**src/hw/rtl/mal_pkg.sv**
```systemverilog
// Shared types and constants for the moving-average low-pass filter.
// No dependencies; imported by every module of the block but mal_ram.
package mal_pkg;

  // width of the window-length configuration word
  localparam int CFG_BITS = 13;

  // status of the queue between front and back
  typedef struct packed {
    logic empty;
    logic full;
  } mal_qstat_t;

endpackage

```
**src/hw/rtl/mal_queue.sv**
```systemverilog
// Short register queue that decouples the front end from the divider.
// Depends on mal_pkg for the status struct.
module mal_queue #(
  parameter int WIDTH = 28,
  parameter int DEPTH = 2
) (
  input  logic                    clk,
  input  logic                    rst,
  input  logic                    push,
  input  logic [WIDTH-1:0]        wdata,
  input  logic                    pop,
  output logic [WIDTH-1:0]        rdata,
  output mal_pkg::mal_qstat_t     stat
);
  import mal_pkg::*;

  localparam int PW = (DEPTH > 1) ? $clog2(DEPTH) : 1;
  localparam int CNTW = $clog2(DEPTH + 1);

  logic [WIDTH-1:0] mem [DEPTH];
  logic [PW-1:0]    wptr;
  logic [PW-1:0]    rptr;
  logic [CNTW-1:0]  count;

  assign stat.full  = (count == CNTW'(DEPTH));
  assign stat.empty = (count == '0);
  assign rdata      = mem[rptr];

  always_ff @(posedge clk) begin
    if (push) begin
      mem[wptr] <= wdata;
    end
  end

  always_ff @(posedge clk) begin
    if (rst) begin
      wptr  <= '0;
      rptr  <= '0;
      count <= '0;
    end else begin
      if (push) begin
        wptr <= (wptr == PW'(DEPTH - 1)) ? '0 : wptr + PW'(1);
      end
      if (pop) begin
        rptr <= (rptr == PW'(DEPTH - 1)) ? '0 : rptr + PW'(1);
      end
      case ({push, pop})
        2'b10:   count <= count + CNTW'(1);
        2'b01:   count <= count - CNTW'(1);
        default: count <= count;
      endcase
    end
  end

endmodule

```
**config.mk**
```make
export PLATFORM = sky130hd
export DESIGN_NAME = mal_queue
export DESIGN_NICKNAME = d
export VERILOG_FILES = /design/src/hw/rtl/mal_pkg.sv /design/src/hw/rtl/mal_queue.sv
export SDC_FILE = /design/constraint.sdc
export NUM_CORES = 1
export LEC_CHECK = 0
export BUFFER_PORTS_ARGS = -buffer_cell sky130_fd_sc_hd__buf_2
export CORE_MARGIN = 4
export CORE_UTILIZATION = 46
export CTS_BUF_LIST = sky130_fd_sc_hd__clkbuf_4
export DETAILED_ROUTE_END_ITERATION = 8
export GPL_TIMING_DRIVEN = 0
export PLACE_DENSITY = 0.72
export SLEW_MARGIN = 20
export SYNTH_ARGS = -nofsm -noshare
export SYNTH_HDL_FRONTEND = slang
export SYNTH_SLANG_ARGS = --single-unit
```
**constraint.sdc**
```tcl
create_clock -name clk -period 2.85 [get_ports clk]
set_input_delay 0.285 -clock clk [delete_from_list [all_inputs] [get_ports clk]]
set_output_delay 0.285 -clock clk [all_outputs]
set_load 0.01 [all_outputs]
```
[Word level (Yosys, flattened, before mapping)]
Memory sizes are Yosys's and may differ from the RTL's. A register that Yosys moved wholly into a read port is not among the register bits.
Cells that the tools add are included.
Storage, ports and cells
  output and inout bits: 30
  ROM bits: 0
  input port bits: 32
  bits in writable memories: 56
  word-level logic and storage cells: 20
  bits in registers: 4
  memories: 1
  bits in latches: 0
Cells by class
  add/subtract/negate cells: 4
  muxes and demuxes: 7
  bitwise gates (word level): 0
  equality and inequality tests: 3
  $lt $le $gt $ge: 0
  reduce and logical (&&, ||, !) cells: 2
  shifts and indexed selects: 0
  div/mod/pow operators: 0
  $mul: 0
Memory list
  mem: words 2, width 28, read ports 1, clocked after Yosys merged registers in 1, wr ports 1, RTL line mal_queue.sv:20  | logic [WIDTH-1:0] mem [DEPTH];
Operator list (number)
  1-bit two-way mux: 6
  2-bit equality test, second input constant: 2
  2-bit one-hot mux with 2 select lines: 1
  1-bit adder, second input constant: 2
  2-bit by 1-bit adder with 2-bit output, second input constant: 1
  2-bit by 1-bit equality test with 1-bit output, second input constant: 1
  2-bit logical NOT: 1
  2-bit nonzero test: 1
  2-bit by 1-bit subtractor with 2-bit output, second input constant: 1

[Depth between registers and ports, before layout]
Gate-level depths: netlist (run 1).
  word-level depth: 4
  depth in mapped cells: 5
  gate-level depth less buffers: 5

[Worst setup path before layout (run 1)]
No wires, ideal clock.
  kind: in2reg
  from: input port push
  to: memory mem[0][0], enable pin
  data required time: 2.437 ns
  path buffers: 0
  setup slack: 0.914 ns
  cell stages on the path: 2
  arrival time: 1.523 ns
  cells stage by stage: inv_1 nor2_1
On the way
  cells in the longest elaborated chain, start to end: 2
RTL lines
  start: declaration: RTL line mal_queue.sv:9  | input logic push,
  1-bit two-way mux: RTL line mal_queue.sv:30  | if (push) begin
  1-bit two-way mux (implied by the code): RTL line mal_queue.sv:31  | mem[wptr] <= wdata;
  end: declaration: RTL line mal_queue.sv:20
Every way passes these cells.

==> flow_summary.yaml, run 1 <==
timing:
  final_min_period_over_clock_period_pct: 66.96
  timing_max_transition_violations_final: 0
  timing.fmax_ghz: 0.5240
  hold_violations: 0
  slew_at_the_pin_closest_to_its_max_slew_limit_ns: 0.6782
  setup_tns_ns: 0
  setup_viol: 0
  setup_ws_ns: 0.9416
  max-slew-margin-rel_pct: 54.79
  grt_setup_unrepaired: "no"
  worst_clock_skew_ns: 0.007057
  timing.final.crit_period_ns: 1.908
yosys:
  ys_types: 15
  synth_top_family_by_area: "multiplexers"
  adder_cell_fraction_of_synth_area_pct: 0.5637
  synthMuxAreaShare_pct: 14.21
  yosys_warnings: 0
  netlist_instances: 109
  fraction_of_the_mapped_netlist_area_in_compound_gates_pct: 0.4510
  mappedNetlistArea_sq_um: 2220
  post_synth_xor_area_fraction_pct: 1.578
  avgSynthCellArea_sq_um: 20.36
  postSynthRegisterBits: 61
  post_synth_and_or_nand_nor_area_fraction_pct: 1.973
  synth-seq-area-share_pct: 80.27
  synth_nets: 142
power:
  switch_share_pct: 22.42
  clock_power_share_pct: 29.9
  power.share.sequential_pct: 57.7
  p_sw_uw: 410.7
  share_comb_of_total_power_pct: 12.4
  total_leakage_power_nw: 1.065
  p_per_area_nw_per_um2: 664.5
  cell_internal_pwr_mw: 1.422
  worst_ir_drop_vdd_uv: 356.4
route:
  detail-route-antenna-nets: 0
  finalWirelength_um: 3814
  total_via_count_in_the_routed_design: 1188
  drc_markers: 0
  drt_iter0_drc: 58
  post_drt_via_cell_ratio: 4.929
  drt_wl_cell_um: 15.83
  first_pass_iters: 4
floorplan:
  core-area_sq_um: 4692
  fp-row-count: 25
  die_footprint_sq_um: 6001
  floorplan.io_pins: 62
  chipWidth_um: 77.47
  start_util_pct: 47.31
  dieHeight_um: 77.47
critical_path:
  critPathMaxFanout: 10
  regToRegEndpoint: "mem[1][8]$_DFFE_PP_"
  timing.critical_path.to: "rdata[13]"
  worst_r2r_startpoint: "wptr$_SDFFE_PP0P_"
  critical_path_required_ns: 2.57
  r2r_cells: 1
  rrSetupSlack_ns: 1.43
  path_class: "reg -> out"
  arrival_ns: 1.62
  cp_capture_type: "primary output"
  critical_path_launch_point_type: "register"
clocking:
  path_clk_slew_ns: 0.10
  cts_post_setup_buffers_inserted: 0
  postCtsResizedCells: 0
  insertion_delay_ns: 0.37
  tritoncts_clock_tree: "yes"
  clock_tree.htree_level_count: 3
  cts_made_buffers: 9
  clock_root_buffer_master: "clkbuf_4"
  cts_sinks: 61
  count_of_hold_fix_buffers_inserted_at_cts: 0
  clockBufferDepth: 2
cells_and_area:
  final_layout_size_suffix_gt1_share_pct: 59.36
  num-nets-final: 215
  n_antenna_cell: 0
  layoutNonFillerInstCount: 241
  syn2layout_area_growth_pct: 24.24
  final.fill_count: 382
grt:
  grt_max_degree: 29
  globalRoute.totalOverflow: 0
  grt_util_all_layers_pct: 13.71
  grt_first_pass_wirelength_um: 6044
  grt_antenna_before_repair: 0
  first_global_vias: 1274
placement:
  finalWeightedCongestion: 0.6742
  place_ws_ns: 1.309
  dp_cells: 225
  buffer_ports.inserted: 61
  dpl.hpwl_um: 2734
run:
  drv_cap: 0
run_status:
  outcome: "finished, final reports clean"
min_path:
  hold_path.class: "in -> reg"
[cell usage after synthesis]
library cell | n | area, sq um
edfxtp_1 | 56 | 1682
mux2_2 | 28 | 315.3
nor2_1 | 6 | 22.52
dfxtp_1 | 5 | 100.1
xnor2_1 | 3 | 26.28
buf_2 | 2 | 10.01
a21oi_1 | 1 | 5.000
and2_1 | 1 | 6.260
and2b_2 | 1 | 8.760
buf_4 | 1 | 7.510
ha_1 | 1 | 12.51
inv_1 | 1 | 3.750
o21ai_0 | 1 | 5.000
or3_1 | 1 | 6.260
xor2_1 | 1 | 8.760
[metal layers]
layer / wire length, um / GRT usage (%)
met5: 0 / 0
met4: 65 / 9.075
met3: 182 / 3.480
met2: 2191 / 24.44
met1: 1373 / 14.11
[state kept, by name, summed over array words and instances (netlist names), named ones only]
register	cells
count	2
mem	56
rptr	1
wptr	1
[how the worst min path moves through the flow]
stage,endpoint,from,cells after the start
final,mem[0][3]$_DFFE_PP_,wdata[3],1
after global routing,mem[0][19]$_DFFE_PP_,wdata[19],1
after CTS,mem[1][19]$_DFFE_PP_,wdata[19],1
after detailed placement,mem[0][3]$_DFFE_PP_,wdata[3],1
after global placement,mem[0][3]$_DFFE_PP_,wdata[3],1
after floorplan,count[1]$_SDFFE_PP0P_,rst,1
[stage by stage]
step	util (%)	area (sq um)	hold slack [ns]	power (mW)
after floorplan	-	2220	0.3541	1.204
after global placement	55.25	2592	0.4736	1.290
after detailed placement	56.03	2629	0.4760	1.312
after CTS	58.77	2758	0.06612	1.864
after global routing	58.77	2758	0.06418	1.923
final	58.77	2758	0.09629	1.832
[kinds of logic (layout without fill, tap and decap cells)]
| group | Yosys count | count (layout) |
|---|---|---|
| adder cells (fa/ha/maj) | 1 | 1 |
| multiplexers | 28 | 28 |
| buffers and inverters | 4 | 82 |
| XOR/XNOR | 4 | 4 |
| AO/OA/AOI/OAI | 2 | 2 |
| AND/OR/NAND/NOR | 9 | 9 |
| flip-flops | 61 | 61 |
[critical path, cell delays in order, from the launching register on]
cell,delay [ns]
dfxtp_1,0.32
buf_4,0.17
buf_2,0.26
mux2_2,0.36
buf_2,0.14
[area by class of cell]
cell class / instances / area, sq um / share of cell area (%)
plain buffers: 3 / 17.52 / 0.6352
clock buffers: 10 / 75.07 / 2.722
clock inverters: 6 / 53.80 / 1.951
inverters: 1 / 3.754 / 0.1361
multi-input cells: 44 / 425.4 / 15.43
flip-flops and latches: 61 / 1782 / 64.61
well taps: 54 / 67.56 / 2.450
repair buffers: 62 / 332.8 / 12.07
[cell usage in the layout (no fill, tap or decap)]
master	count
and2b_2	1
nor2_1	5
xnor2_1	3
buf_2	63
nor2_4	1
clkinv_1	1
a21oi_1	1
ha_1	1
bufinv_16	1
and2_2	1
buf_16	1
mux2_2	28
clkinv_2	4
o21ai_0	1
clkbuf_4	10
or3_1	1
buf_4	1
xor2_1	1
dfxtp_1	5
edfxtp_1	56
inv_1	1
[power groups by stage]
stage / combinational (mW) / sequential (mW) / clock (mW)
after floorplan: 0.131 / 1.07 / 0
after global placement: 0.216 / 1.07 / 0
after detailed placement: 0.233 / 1.08 / 0
after CTS: 0.234 / 1.06 / 0.571
after global routing: 0.250 / 1.06 / 0.610
final: 0.228 / 1.06 / 0.548
Power figures use the tool's default switching activity.
==> run 2: changes to the inputs <==
==> constraint.sdc (replaced) <==
create_clock -name clk -period 1.97 [get_ports clk]
set_input_delay 0.197 -clock clk [delete_from_list [all_inputs] [get_ports clk]]
set_output_delay 0.197 -clock clk [all_outputs]
set_load 0.01 [all_outputs]
==> flow_summary.yaml, run 2 (synthesis gave the netlist of run 1 again) <==
timing:
  timing.fmax_ghz: 0.5433
  setup_viol: 0
  worst_clock_skew_ns: 0.008918
  final_min_period_over_clock_period_pct: 93.43
  finalHoldWorstSlack_ns: 0.05130
  grt_setup_unrepaired: "no"
  setup_tns_ns: 0
  setup_ws_ns: 0.1294
  timing_max_transition_violations_final: 0
  slew_at_the_pin_closest_to_its_max_slew_limit_ns: 0.7002
  hold_violations: 0
  timing.final.crit_period_ns: 1.841
  max-slew-margin-rel_pct: 53.32
grt:
  grt_util_all_layers_pct: 15.19
  grt_antenna_before_repair: 0
  globalRoute.totalOverflow: 0
  grt_max_degree: 29
  first_global_vias: 1411
  grt_first_pass_wirelength_um: 6686
clocking:
  postCtsResizedCells: 0
  tritoncts_clock_tree: "yes"
  insertion_delay_ns: 0.37
  clock_root_buffer_master: "clkbuf_4"
  cts_made_buffers: 9
  clock_tree.htree_level_count: 3
  clockBufferDepth: 2
  cts_post_setup_buffers_inserted: 0
  cts_sinks: 61
  path_clk_slew_ns: 0.09
floorplan:
  floorplan.io_pins: 62
  dieHeight_um: 77.47
  core-area_sq_um: 4692
  chipWidth_um: 77.47
  fp-row-count: 25
  start_util_pct: 47.31
  die_footprint_sq_um: 6001
critical_path:
  critical_path_required_ns: 1.77
  critPathSlowestCell: "mux2_2"
  worst_r2r_startpoint: "wptr$_SDFFE_PP0P_"
  critical_path_launch_point_type: "register"
  path_delay_family: "buffers and inverters"
  timing.critical_path.cells: "buf_4, buf_2, mux2_2, buf_2"
  cp_capture_type: "primary output"
  critPathMaxStageDelay_ns: 0.37
  arrival_ns: 1.64
  path_class: "reg -> out"
  cpMostUsedCell: "buf_2"
  critPathMaxFanout: 10
  critical_path_buf_inv_count: 3
placement:
  dpl.hpwl_um: 2734
  area_after_dpl_sq_um: 2629
  finalWeightedCongestion: 0.6742
  place_ws_ns: 0.5149
  dp_cells: 225
  buffer_ports.inserted: 61
power:
  total_leakage_power_nw: 1.182
  finalPower_mw: 2.707
  p_per_area_nw_per_um2: 891.2
  worst_ir_drop_vdd_uv: 537.5
route:
  drt_iter0_drc: 65
  drc_markers: 0
  post_drt_via_cell_ratio: 4.840
  total_via_count_in_the_routed_design: 1302
  first_pass_iters: 4
  detail-route-antenna-nets: 0
  finalWirelength_um: 4231
  drt_wl_cell_um: 15.73
cells_and_area:
  mostFrequentLayoutCell: "buf_2"
  num-nets-final: 243
  largest_register_ff_count: 56
  post_layout_instance_area_sq_um: 3038
  syn2layout_area_growth_pct: 36.87
  n_antenna_cell: 0
  finalCoreUtilization_pct: 64.75
  reg_top3: "mem x56, count x2"
  top_register: "mem"
  layoutNonFillerInstCount: 269
  final.fill_count: 354
  final_layout_size_suffix_gt1_share_pct: 51.63
  layout_common_cells: "buf_2 (63), edfxtp_1 (56), mux2_2 (28), dlygate4sd3_1 (28), clkbuf_4 (10)"
run_status:
  outcome: "finished, final reports clean"
run:
  drv_cap: 0
min_path:
  hp-start: "rst"
  hold_path.class: "in -> reg"
run 2: cell count changes in the layout (fill, tap and decap cells not counted), sizes merged:
cell and change:
dlygate4sd3 +28
run 2: layer usage:
metal | track usage [%] | routed length [um] | up-vias
li1 | - | - | 623
met1 | 15.28 | 1549 | 623
met2 | 27.89 | 2406 | 43
met3 | 3.016 | 141 | 13
met4 | 10.50 | 133 | 0
met5 | 0 | 0 | -
run 2: timing repair:
item | CTS | global route
setup endpoints to repair | 0 | 0
hold buffers | 28 | 0
endpoints found under the hold margin | 55 | 0
run 2: where the power goes:
| group | switching, mW | internal [mW] |
|---|---|---|
| clock network | 0.411 | 0.389 |
| logic | 0.178 | 0.200 |
| registers | 0.0257 | 1.50 |
run 2: area by class of cell:
type	count	area (sq um)	share of cell area (%)
Clock inverter	6	53.80	1.771
Sequential cell	61	1782	58.65
Buffer	3	17.52	0.5766
Multi-Input combinational cell	44	425.4	14.00
Tap cell	54	67.56	2.224
Timing Repair Buffer	90	613.1	20.18
Inverter	1	3.754	0.1236
Clock buffer	10	75.07	2.471
run 2: path summary, 6_finish.rpt:
check                                            to  slack, ns  cells past startpoint
worst max register to register  mem[1][5]$_DFFE_PP_       0.53                      1
worst max-delay path                       rdata[0]       0.13                      4
worst min register to register    rptr$_SDFFE_PP0P_       0.54                      2
worst min-delay path              rptr$_SDFFE_PP0P_       0.05                      2
