<file path="src/hw/rtl/mal_pkg.sv">
// Shared types and constants for the moving-average low-pass filter.
// No dependencies; imported by every module of the block but mal_ram.
package mal_pkg;

  // width of the window-length configuration word
  localparam int CFG_BITS = 13;

  // status of the queue between front and back
  typedef struct packed {
    logic empty;
    logic full;
  } mal_qstat_t;

endpackage

</file>
<file path="src/hw/rtl/mal_back.sv">
// Back end: restoring divider, one quotient bit per cycle, and result register.
// Depends on mal_pkg for the queue status struct.
module mal_back #(
  parameter int SAMPLE_BITS = 16,
  parameter int MAX_WINDOW  = 4096,
  localparam int NW       = $clog2(MAX_WINDOW + 1),
  localparam int SUM_BITS = SAMPLE_BITS + $clog2(MAX_WINDOW)
) (
  input  logic                          clk,
  input  logic                          rst,
  input  logic [NW-1:0]                 window,
  input  mal_pkg::mal_qstat_t           qstat,
  input  logic signed [SUM_BITS-1:0]    q_data,
  output logic                          q_pop,
  output logic signed [SAMPLE_BITS-1:0] average,
  output logic                          empty,
  input  logic                          pop
);
  import mal_pkg::*;

  localparam int CW = $clog2(SUM_BITS);

  typedef enum logic [1:0] {ST_IDLE, ST_DIV, ST_HOLD} state_t;

  state_t                 state;
  logic                   neg;
  logic [SUM_BITS-1:0]    quo;
  logic [NW-1:0]          rem;
  logic [CW-1:0]          cnt;
  logic [SUM_BITS-1:0]    mag;
  logic [NW:0]            trial;
  logic [NW:0]            diff;
  logic                   ge;
  logic [NW-1:0]          rem_next;
  logic [SUM_BITS-1:0]    quo_next;
  logic [SAMPLE_BITS-1:0] res_mag;
  logic [SAMPLE_BITS-1:0] result;

  assign q_pop = (state == ST_IDLE) && !qstat.empty;
  assign empty = (state != ST_HOLD);

  // divide the magnitude, then restore the sign: truncates toward zero
  assign mag      = q_data[SUM_BITS-1] ? (~q_data + 1'b1) : q_data;
  assign trial    = {rem, quo[SUM_BITS-1]};
  assign diff     = trial - {1'b0, window};
  assign ge       = (trial >= {1'b0, window});
  assign rem_next = ge ? diff[NW-1:0] : trial[NW-1:0];
  assign quo_next = {quo[SUM_BITS-2:0], ge};
  assign res_mag  = quo_next[SAMPLE_BITS-1:0];
  assign result   = neg ? (~res_mag + 1'b1) : res_mag;

  always_ff @(posedge clk) begin
    if (rst) begin
      state <= ST_IDLE;
    end else begin
      unique case (state)
        ST_IDLE: begin
          if (q_pop) begin
            neg   <= q_data[SUM_BITS-1];
            quo   <= mag;
            rem   <= '0;
            cnt   <= '0;
            state <= ST_DIV;
          end
        end
        ST_DIV: begin
          quo <= quo_next;
          rem <= rem_next;
          cnt <= cnt + CW'(1);
          if (cnt == CW'(SUM_BITS - 1)) begin
            average <= result;
            state   <= ST_HOLD;
          end
        end
        ST_HOLD: begin
          if (pop) begin
            state <= ST_IDLE;
          end
        end
        default: state <= ST_IDLE;
      endcase
    end
  end

`ifndef ASSERT_OFF
  a_rem_below_divisor: assert property (@(posedge clk) disable iff (rst)
    (state == ST_DIV) |-> (rem < window))
    else $error("divider remainder not below divisor");

  a_result_held: assert property (@(posedge clk) disable iff (rst)
    (state == ST_HOLD && !pop) |=> (state == ST_HOLD) && $stable(average))
    else $error("waiting result changed before pop");
`endif

endmodule

</file>
<file path="config.mk">
export PLATFORM = sky130hd
export DESIGN_NAME = mal_back
export DESIGN_NICKNAME = d
export VERILOG_FILES = /design/src/hw/rtl/mal_pkg.sv /design/src/hw/rtl/mal_back.sv
export SDC_FILE = /design/constraint.sdc
export NUM_CORES = 1
export LEC_CHECK = 0
export BUFFER_PORTS_ARGS = -buffer_cell sky130_fd_sc_hd__buf_4
export CORE_MARGIN = 3
export CORE_UTILIZATION = 45
export CTS_BUF_LIST = sky130_fd_sc_hd__clkbuf_2 sky130_fd_sc_hd__clkbuf_4 sky130_fd_sc_hd__clkbuf_8
export DETAILED_ROUTE_END_ITERATION = 6
export PLACE_DENSITY = 0.64
export SYNTH_ARGS = -nofsm -noshare
export SYNTH_HDL_FRONTEND = slang
export SYNTH_SLANG_ARGS = --single-unit
</file>
<file path="constraint.sdc">
create_clock -name clk -period 4.8 [get_ports clk]
set_input_delay 0 -clock clk [delete_from_list [all_inputs] [get_ports clk]]
set_output_delay 0 -clock clk [all_outputs]
set_load 0.02 [all_outputs]
</file>
## Yosys cells after proc, flatten, opt, wreduce, memory -nomap -nowiden

Cells that the tools add are included.

- Bits in latches: 0
- ROM bits: 0
- Word-level logic and storage cells: 42
- Flip-flop bits (word level): 65
- Memories: 0
- Bits in writable memories: 0

- Add/subtract/negate cells: 4
- Divide/modulo/power cells: 0
- Magnitude comparators: 1
- Multipliers: 0
- Reduce and logical (&&, ||, !) cells: 8
- Bitwise operators: 3
- Shift-type cells: 0
- Muxes and demuxes: 13
- Eq/ne operators: 7

Operators with widths:

| cell | count |
|---|---|
| 2-to-1 mux 28 bit | 2 |
| one-hot mux 28 bit (2 select lines) | 1 |
| adder 28 x 1 -> 28 bit, second input constant | 1 |
| NOT 28 bit | 1 |
| 2-to-1 mux 13 bit | 2 |
| one-hot mux 13 bit (2 select lines) | 1 |
| adder 16 x 1 -> 16 bit, second input constant | 1 |
| 2-to-1 mux 16 bit | 1 |
| NOT 16 bit | 1 |
| greater-or-equal comparator 14 x 13 -> 1 bit | 1 |
| subtractor 13 bit | 1 |
| AND reduction 3 bit | 4 |
| one-hot mux 5 bit (2 select lines) | 1 |
| inequality test 2 bit, second input constant | 4 |
| 2-to-1 mux 2 bit | 3 |
| one-hot mux 2 bit (3 select lines) | 1 |
| adder 5 x 1 -> 5 bit, second input constant | 1 |
| == test 5 bit, second input constant | 1 |
| 2-to-1 mux 5 bit | 1 |
| == test 2 x 1 -> 1 bit, second input constant | 1 |
| == test 2 bit, second input constant | 1 |
| zero test 2 bit | 1 |
| nonzero test 2 bit | 1 |
| logical AND 1 bit | 1 |
| 2 further kinds | 2 |

## Longest topological paths before layout

Gate-level depths: netlist of run 1.

- Word-level depth: 5
- Mapped depth: 14

## Least setup slack after synthesis of run 1

Ideal clock, no wire load.

- Path type: reg-to-reg
- From: register state[0]
- To: register cnt[0], enable pin
- Data arrival time: 3824 ps
- Stages on the path, launching flop included: 3
- Setup time: 522 ps
- Setup slack: 454 ps
- Required time: 4278 ps
- Clock period less this slack: 4346 ps
- Cell sequence: dfxtp_1 inv_1 a211oi_1

- Cells in the longest elaborated chain, start to end: 4
- Elaborated cells between the ends (all ways): 6
- Those cells by class: 2 x eq/ne; 4 x reduce/logical

RTL lines:

| item | RTL line | text |
|---|---|---|
| start, declared | mal_back.sv:25 | `state_t state;` |
| start signal, assigned | mal_back.sv:54 | `state <= ST_IDLE;` |
| start signal, assigned | mal_back.sv:63 | `state <= ST_DIV;` |
| start signal, assigned | mal_back.sv:72 | `state <= ST_HOLD;` |
| zero test 2 bit | mal_back.sv:39, mal_back.sv:56 |  |
| logical AND 1 bit | mal_back.sv:39 | `assign q_pop = (state == ST_IDLE) && !qstat.empty;` |
| inequality test 2 bit (no source line) | -- |  |
| AND reduction 3 bit (no source line) * | -- |  |
| end signal, assigned | mal_back.sv:69 | `cnt <= cnt + CW'(1);` |
| end, declared | mal_back.sv:29 | `logic [CW-1:0] cnt;` |

Mark *: on every way between the ends. The rest lies on a longest branch, timed or not.
A chain may end at the register's enable or synchronous reset.

## Final worst setup path of run 1

- From: register rem[10]
- To: register average[12], data pin

- Cells in the longest elaborated chain, start to end: 4

RTL lines:

| item | RTL line | text |
|---|---|---|
| start, declared | mal_back.sv:28 | `logic [NW-1:0] rem;` |
| start signal, assigned | mal_back.sv:68 | `rem <= rem_next;` |
| greater-or-equal comparator 14 x 13 -> 1 bit | mal_back.sv:46 | `assign ge = (trial >= {1'b0, window});` |
| NOT 16 bit | mal_back.sv:50 | `assign result = neg ? (~res_mag + 1'b1) : res_mag;` |
| adder 16 x 1 -> 16 bit | mal_back.sv:50 |  |
| 2-to-1 mux 16 bit | mal_back.sv:50 |  |
| named net result[12] | mal_back.sv:37 | `logic [SAMPLE_BITS-1:0] result;` |
| end signal, assigned | mal_back.sv:71 | `average <= result;` |
| end, declared | mal_back.sv:15 | `output logic signed [SAMPLE_BITS-1:0] average,` |

The timed path passes the listed nets, and every way through them passes these cells.

==> results of run 1 <==
==> worst max-delay path, delay by kind of cell (launching register included) <==
kind            cells  cell delay [ns]
buf+inv             3             0.42
xor+xnor            1             0.10
flops               1             0.41
simple gates        1             0.42
compound gates      5             1.19
fa+ha+maj           2             0.52
==> sequential cells by signal, summed over array words and instances (netlist names) <==
name / cells
rem: 13
quo: 28
average: 16
state: 2
cnt: 5
neg: 1
==> cells in the mapped netlist (all sizes together), types with 5 or more instances <==
cell type and instances:
edfxtp 63, nand2 45, o21ai 39, xor2 27
nor2 25, xnor2 23, inv 21, ha 16
clkbuf 15, o31ai 15, or3 11, o41ai 9
a211oi 7, a21oi 7, mux2i 7, nor3 7
nand2b 5, o21a 5, o22ai 5, or4 5
==> stage by stage <==
stage                     worst slack, ns  instances  instance area (um^2)  util (%)
after floorplan                    0.4541        393                  4073         -
after global placement              1.539        550                  4657     53.14
after detailed placement            1.493        550                  4657     53.14
after CTS                           1.477        568                  4877     55.65
after global routing                1.186        568                  4877     55.65
final                               1.496        568                  4877     55.65
==> routing by layer <==
metal,share of wire [%],up-vias
li1,-,1570
met1,47,1399
met2,46,56
met3,5.6,2
met4,0.57,0
met5,0,-
==> layout make-up <==
cell class                      count  area [um^2]  share of cell area [%]
Inverter                           21        78.83                   1.616
Clock buffer                       11        145.1                   2.976
Clock inverter                      5        55.05                   1.129
Timing Repair Buffer               68        515.5                   10.57
Sequential cell                    65         1932                   39.61
Tap cell                          108        135.1                   2.771
Multi-Input combinational cell    290         2016                   41.33
==> path summary, 6_finish.rpt <==
path                  from  slack (ns)     endpoint
setup / recovery   rem[10]        1.50  average[12]
hold / removal    qstat[1]        0.02          neg
setup reg to reg   rem[10]        1.50  average[12]
hold reg to reg    quo[26]        0.52      quo[27]
==> power breakdown <==
group          leakage [nW]  switching, mW  internal (mW)
Sequential            0.615         0.0271          0.676
Combinational          1.16          0.168          0.140
Clock                0.0987          0.211          0.258
Total                  1.87          0.405           1.07
==> layout by cell type (no fill, tap or decap), types with 8 or more instances in the layout <==
cell type and count:
o21ai_0 36, inv_1 21, xnor2_1 23, edfxtp_1 63, nor2_1 24, ha_1 16, clkbuf_8 10, xor2_1 27
o31ai_1 13, buf_4 66, or3_1 8, nand2_1 45
==> cells by family after synthesis <==
kind of cell             count (synthesis)  share of synthesized area (%)
AND/OR/NAND/NOR                        119                          14.62
AO/OA/AOI/OAI                           96                          16.13
flip-flops                              65                          47.43
XOR/XNOR                                50                          10.75
buffers and inverters                   38                          3.564
adder cells (fa/ha/maj)                 17                          5.407
multiplexers                             8                          2.089
==> impl_metrics.yaml, run 1 <==
run_status:
  status: "finished clean"
flow_run:
  cap_violations: 0
grt:
  antenna_found_initial: 0
  grt_pass1_wl_mm: 13.25
  grt_max_degree: 43
  gr-usage-met1_pct: 21.66
  grt_busiest_layer: "met2"
  grt_use_met2_pct: 25.91
  grt_pass1_vias: 2909
  grt_use_total_pct: 16.29
  met3_usage_pct: 5.510
  grt_overflow: 0
finish:
  layout-drive-gt1-share_pct: 21.52
  n_antenna_cell: 0
  syn2layout_area_growth_pct: 19.75
  fillers: 781
  fin_nets: 518
floorplan:
  dieArea_um2: 10230
  die_x_um: 101.1
  io_pins: 64
  start_util_pct: 46.47
  num_rows: 34
  core_area_um2: 8763
  die_h_um: 101.1
power:
  power_mw: 1.479
  pwr_density_cell_nw_per_um2: 303.3
  ir_drop_mv: 0.2200
  p_leak_nw: 1.869
setup_path:
  crit_required_ns: 4.88
  arrival_ns: 3.39
  cp_max_fo: 26
  critPathSlowestCell: "or3_1"
  start_kind: "flip-flop"
  rr_worst_depth: 12
  crit_chain: "ha_1 -> a21o_1 -> a211oi_1 -> o311a_1 -> a22oi_2 -> buf_4 -> inv_1 -> ha_1 -> inv_1 -> or3_1 -> o31ai_1 -> xnor2_1"
  cp-end-kind: "flip-flop"
  critPathMaxStageDelay_ns: 0.42
  setup.worst_path.class: "reg2reg"
timing:
  period_minus_slack_ns: 3.304
  fmax_mhz: 302.6
  hold_viol: 0
  setup_viol: 0
  worstMarginPinSlew_ns: 0.9950
  rsz0062_at_grt: "false"
  slew_viol_final: 0
  setup-tns-final_ns: 0
  holdWs_ns: 0.01691
  skew_ns: 0.006070
  period_share_pct: 68.84
  max_slew_margin_pct: 33.60
drt:
  num_vias: 3027
  initialDrtViolationCount: 122
  antenna_left: 0
  wl_per_cell_um: 14.21
  first_pass_iters: 4
  drcViolationCount: 0
  via_per_inst: 5.329
  drt_wl_total_mm: 8.069
synth:
  yosys_most_used_dff: "edfxtp_1"
  syn-instance-count: 393
  synth_edf_count: 63
  syn_area_um2: 4073
  synth_cell_types: 48
  seq_area_frac_synth_pct: 47.43
  ys_warn_count: 0
  synth_area_leaders: "edfxtp_1 46%, xor2_1 5.8%, xnor2_1 4.9%, ha_1 4.9%, o21ai_0 4.4%"
  yosysTopAreaCellShare_pct: 46.45
  synth.avg_cell_area_um2: 10.36
  synth_seq_cells: 65
  ys_async_sr_fraction_pct: 0
  yosys.area.top_type: "edfxtp_1"
  syn_nets: 456
clocking:
  post_cts_resized: 0
  cts_hold_buf: 2
  cts_tree: "built"
  cts_buffers: 9
  clock_sinks: 65
  insertion_delay_ns: 0.33
  clk_path_buf_depth: 2
  cts_root_buffer: "clkbuf_8"
  postCtsSetupBuffers: 0
  h-tree-depth: 3
  clk_pin_slew_ns: 0.07
min_path:
  hold_path_class: "in2reg"
  min_path_cells: 2
place:
  gp_congestion: 0.7748
  place_hpwl_mm: 5.856
  io_buffers: 62
No activity file was read; power rests on OpenSTA's default activity.
==> inputs of run 2 (changes only) <==
--- a/config.mk
+++ b/config.mk
@@ -10,7 +10,7 @@
 export CORE_UTILIZATION = 45
 export CTS_BUF_LIST = sky130_fd_sc_hd__clkbuf_2 sky130_fd_sc_hd__clkbuf_4 sky130_fd_sc_hd__clkbuf_8
 export DETAILED_ROUTE_END_ITERATION = 6
-export PLACE_DENSITY = 0.64
+export PLACE_DENSITY = 0.66
 export SYNTH_ARGS = -nofsm -noshare
 export SYNTH_HDL_FRONTEND = slang
 export SYNTH_SLANG_ARGS = --single-unit
==> constraint.sdc (replaced) <==
create_clock -name clk -period 2.96 [get_ports clk]
set_input_delay 0 -clock clk [delete_from_list [all_inputs] [get_ports clk]]
set_output_delay 0 -clock clk [all_outputs]
set_load 0.02 [all_outputs]
==> impl_metrics.yaml, run 2 (same netlist as run 1, synthesis figures left out) <==
finish:
  reg_top3: "quo: 28 flops, average: 16 flops, rem: 13 flops"
  mostFrequentLayoutCell: "buf_4"
  n_antenna_cell: 0
  largest_register_ff_count: 28
  fin_nets: 523
  mostFrequentLayoutCells: "69 x buf_4, 63 x edfxtp_1, 45 x nand2_1, 36 x o21ai_0, 27 x xor2_1"
  post-route-util_pct: 56.78
  final_area_um2: 4976
  regMostFlops: "quo"
  final_cells: 573
  syn2layout_area_growth_pct: 22.18
  layout-drive-gt1-share_pct: 23.44
place:
  gp_congestion: 0.8431
  io_buffers: 62
  post-place-cells: 554
  pre_cts_ws_ns: 0.1076
  place_hpwl_mm: 6.159
  placedInstanceArea_um2: 4701
setup_path:
  cp.buffers_inverters: 4
  arrival_ns: 2.91
  crit_family: "adder cells"
  worstSetupStartpoint: "quo[27]"
  crit_required_ns: 3.05
  reg2reg_to: "average[6]"
  cp_common_cell: "inv_1"
  crit_cells: 13
  setup.worst_path.end: "average[6]"
  crit_chain: "inv_1 -> ha_1 -> fa_1 -> nand2b_1 -> a211oi_4 -> o21ai_4 -> a22oi_2 -> inv_1 -> ha_1 -> inv_1 -> buf_4 -> o21ai_0 -> xnor2_1"
  cp-end-kind: "flip-flop"
  r2r_start: "quo[27]"
  setup.worst_path.class: "reg2reg"
  reg2reg_slack_ns: 0.14
  critPathMaxStageDelay_ns: 0.40
  rr_worst_depth: 13
  cp_max_fo: 4
  critPathSlowestCell: "fa_1"
  start_kind: "flip-flop"
drt:
  antenna_left: 0
  drt_wl_total_mm: 8.217
  via_per_inst: 5.333
  first_pass_iters: 4
  drcViolationCount: 0
  num_vias: 3056
  initialDrtViolationCount: 126
  wl_per_cell_um: 14.34
timing:
  period_minus_slack_ns: 2.821
  max_slew_margin_pct: 62.15
  worstMarginPinSlew_ns: 0.5678
  slew_viol_final: 0
  fmax_mhz: 354.5
  hold_viol: 0
  period_share_pct: 95.29
  skew_ns: 0.006949
  setup_viol: 0
  setup_slack_ns: 0.1393
power:
  ir_drop_mv: 0.2886
  pwr_density_cell_nw_per_um2: 488.8
  p_leak_nw: 1.896
  power_mw: 2.432
clocking:
  h-tree-depth: 3
  clk_path_buf_depth: 2
  postCtsSetupBuffers: 0
  cts_tree: "built"
  clock_sinks: 65
  clk_pin_slew_ns: 0.08
  cts_root_buffer: "clkbuf_8"
  insertion_delay_ns: 0.34
  cts_buffers: 9
flow_run:
  cap_violations: 0
min_path:
  hold_path_class: "in2reg"
run_status:
  status: "finished clean"
grt:
  grt_pass1_wl_mm: 13.72
  antenna_found_initial: 0
  grt_overflow: 0
  grt_pass1_vias: 3034
  grt_max_degree: 43
  grt_use_total_pct: 16.79
floorplan:
  num_rows: 34
  die_h_um: 101.1
  die_x_um: 101.1
  core_area_um2: 8763
  start_util_pct: 46.47
  dieArea_um2: 10230
  io_pins: 64
## run 2: routing by layer
metal	vias to the layer above	part of all wire, %	global-route usage [%]
li1	1575	-	-
met1	1410	45	21.79
met2	60	48	27.72
met3	11	5.2	4.821
met4	0	1.4	4.397
met5	-	0	0
## run 2: power breakdown
part / switching [mW] / internal (mW) / total, mW
Sequential: 0.0462 / 1.10 / 1.14
Clock: 0.349 / 0.413 / 0.762
Combinational: 0.285 / 0.243 / 0.529
Total: 0.680 / 1.75 / 2.43
## run 2: layout make-up
cell class	instances	area (um^2)
multi-input combinational	290	2067
clock inverter	6	66.31
fill	773	3787
sequential	65	1932
tap	108	135.1
timing repair buffer	73	559.3
inverter	21	78.83
clock buffer	10	137.6
## run 2: metrics by stage
stage / TNS [ns] / hold slack [ns]
4_1_cts: 0 / 0.004768
5_1_grt: -0.04977 / 0.04482
2_1_floorplan: 0 / 0.07955
3_5_place_dp: 0 / 0.2970
3_3_place_gp: 0 / 0.2968
6_report: 0 / 0.01972
## run 2: worst min-delay path by stage
stage	from	to	slack [ns]	depth (start not counted)
floorplan	qstat[1]	q_pop	0.08	1
global placement	qstat[1]	q_pop	0.30	3
detailed placement	qstat[1]	q_pop	0.30	3
CTS	q_data[25]	quo[25]	0.005	3
global route	q_data[25]	quo[25]	0.04	3
finish	q_data[25]	quo[25]	0.02	3
## run 2: worst min-delay path: stages
cell,delay [ns]
buf_4,0.09
xor2_1,0.06
o21ai_1,0.10
## run 2: repair_timing
action,CTS,global route
endpoints found under the hold margin,6,0
hold buffers,3,0
resized for setup,0,6
endpoints found under the setup margin,0,3
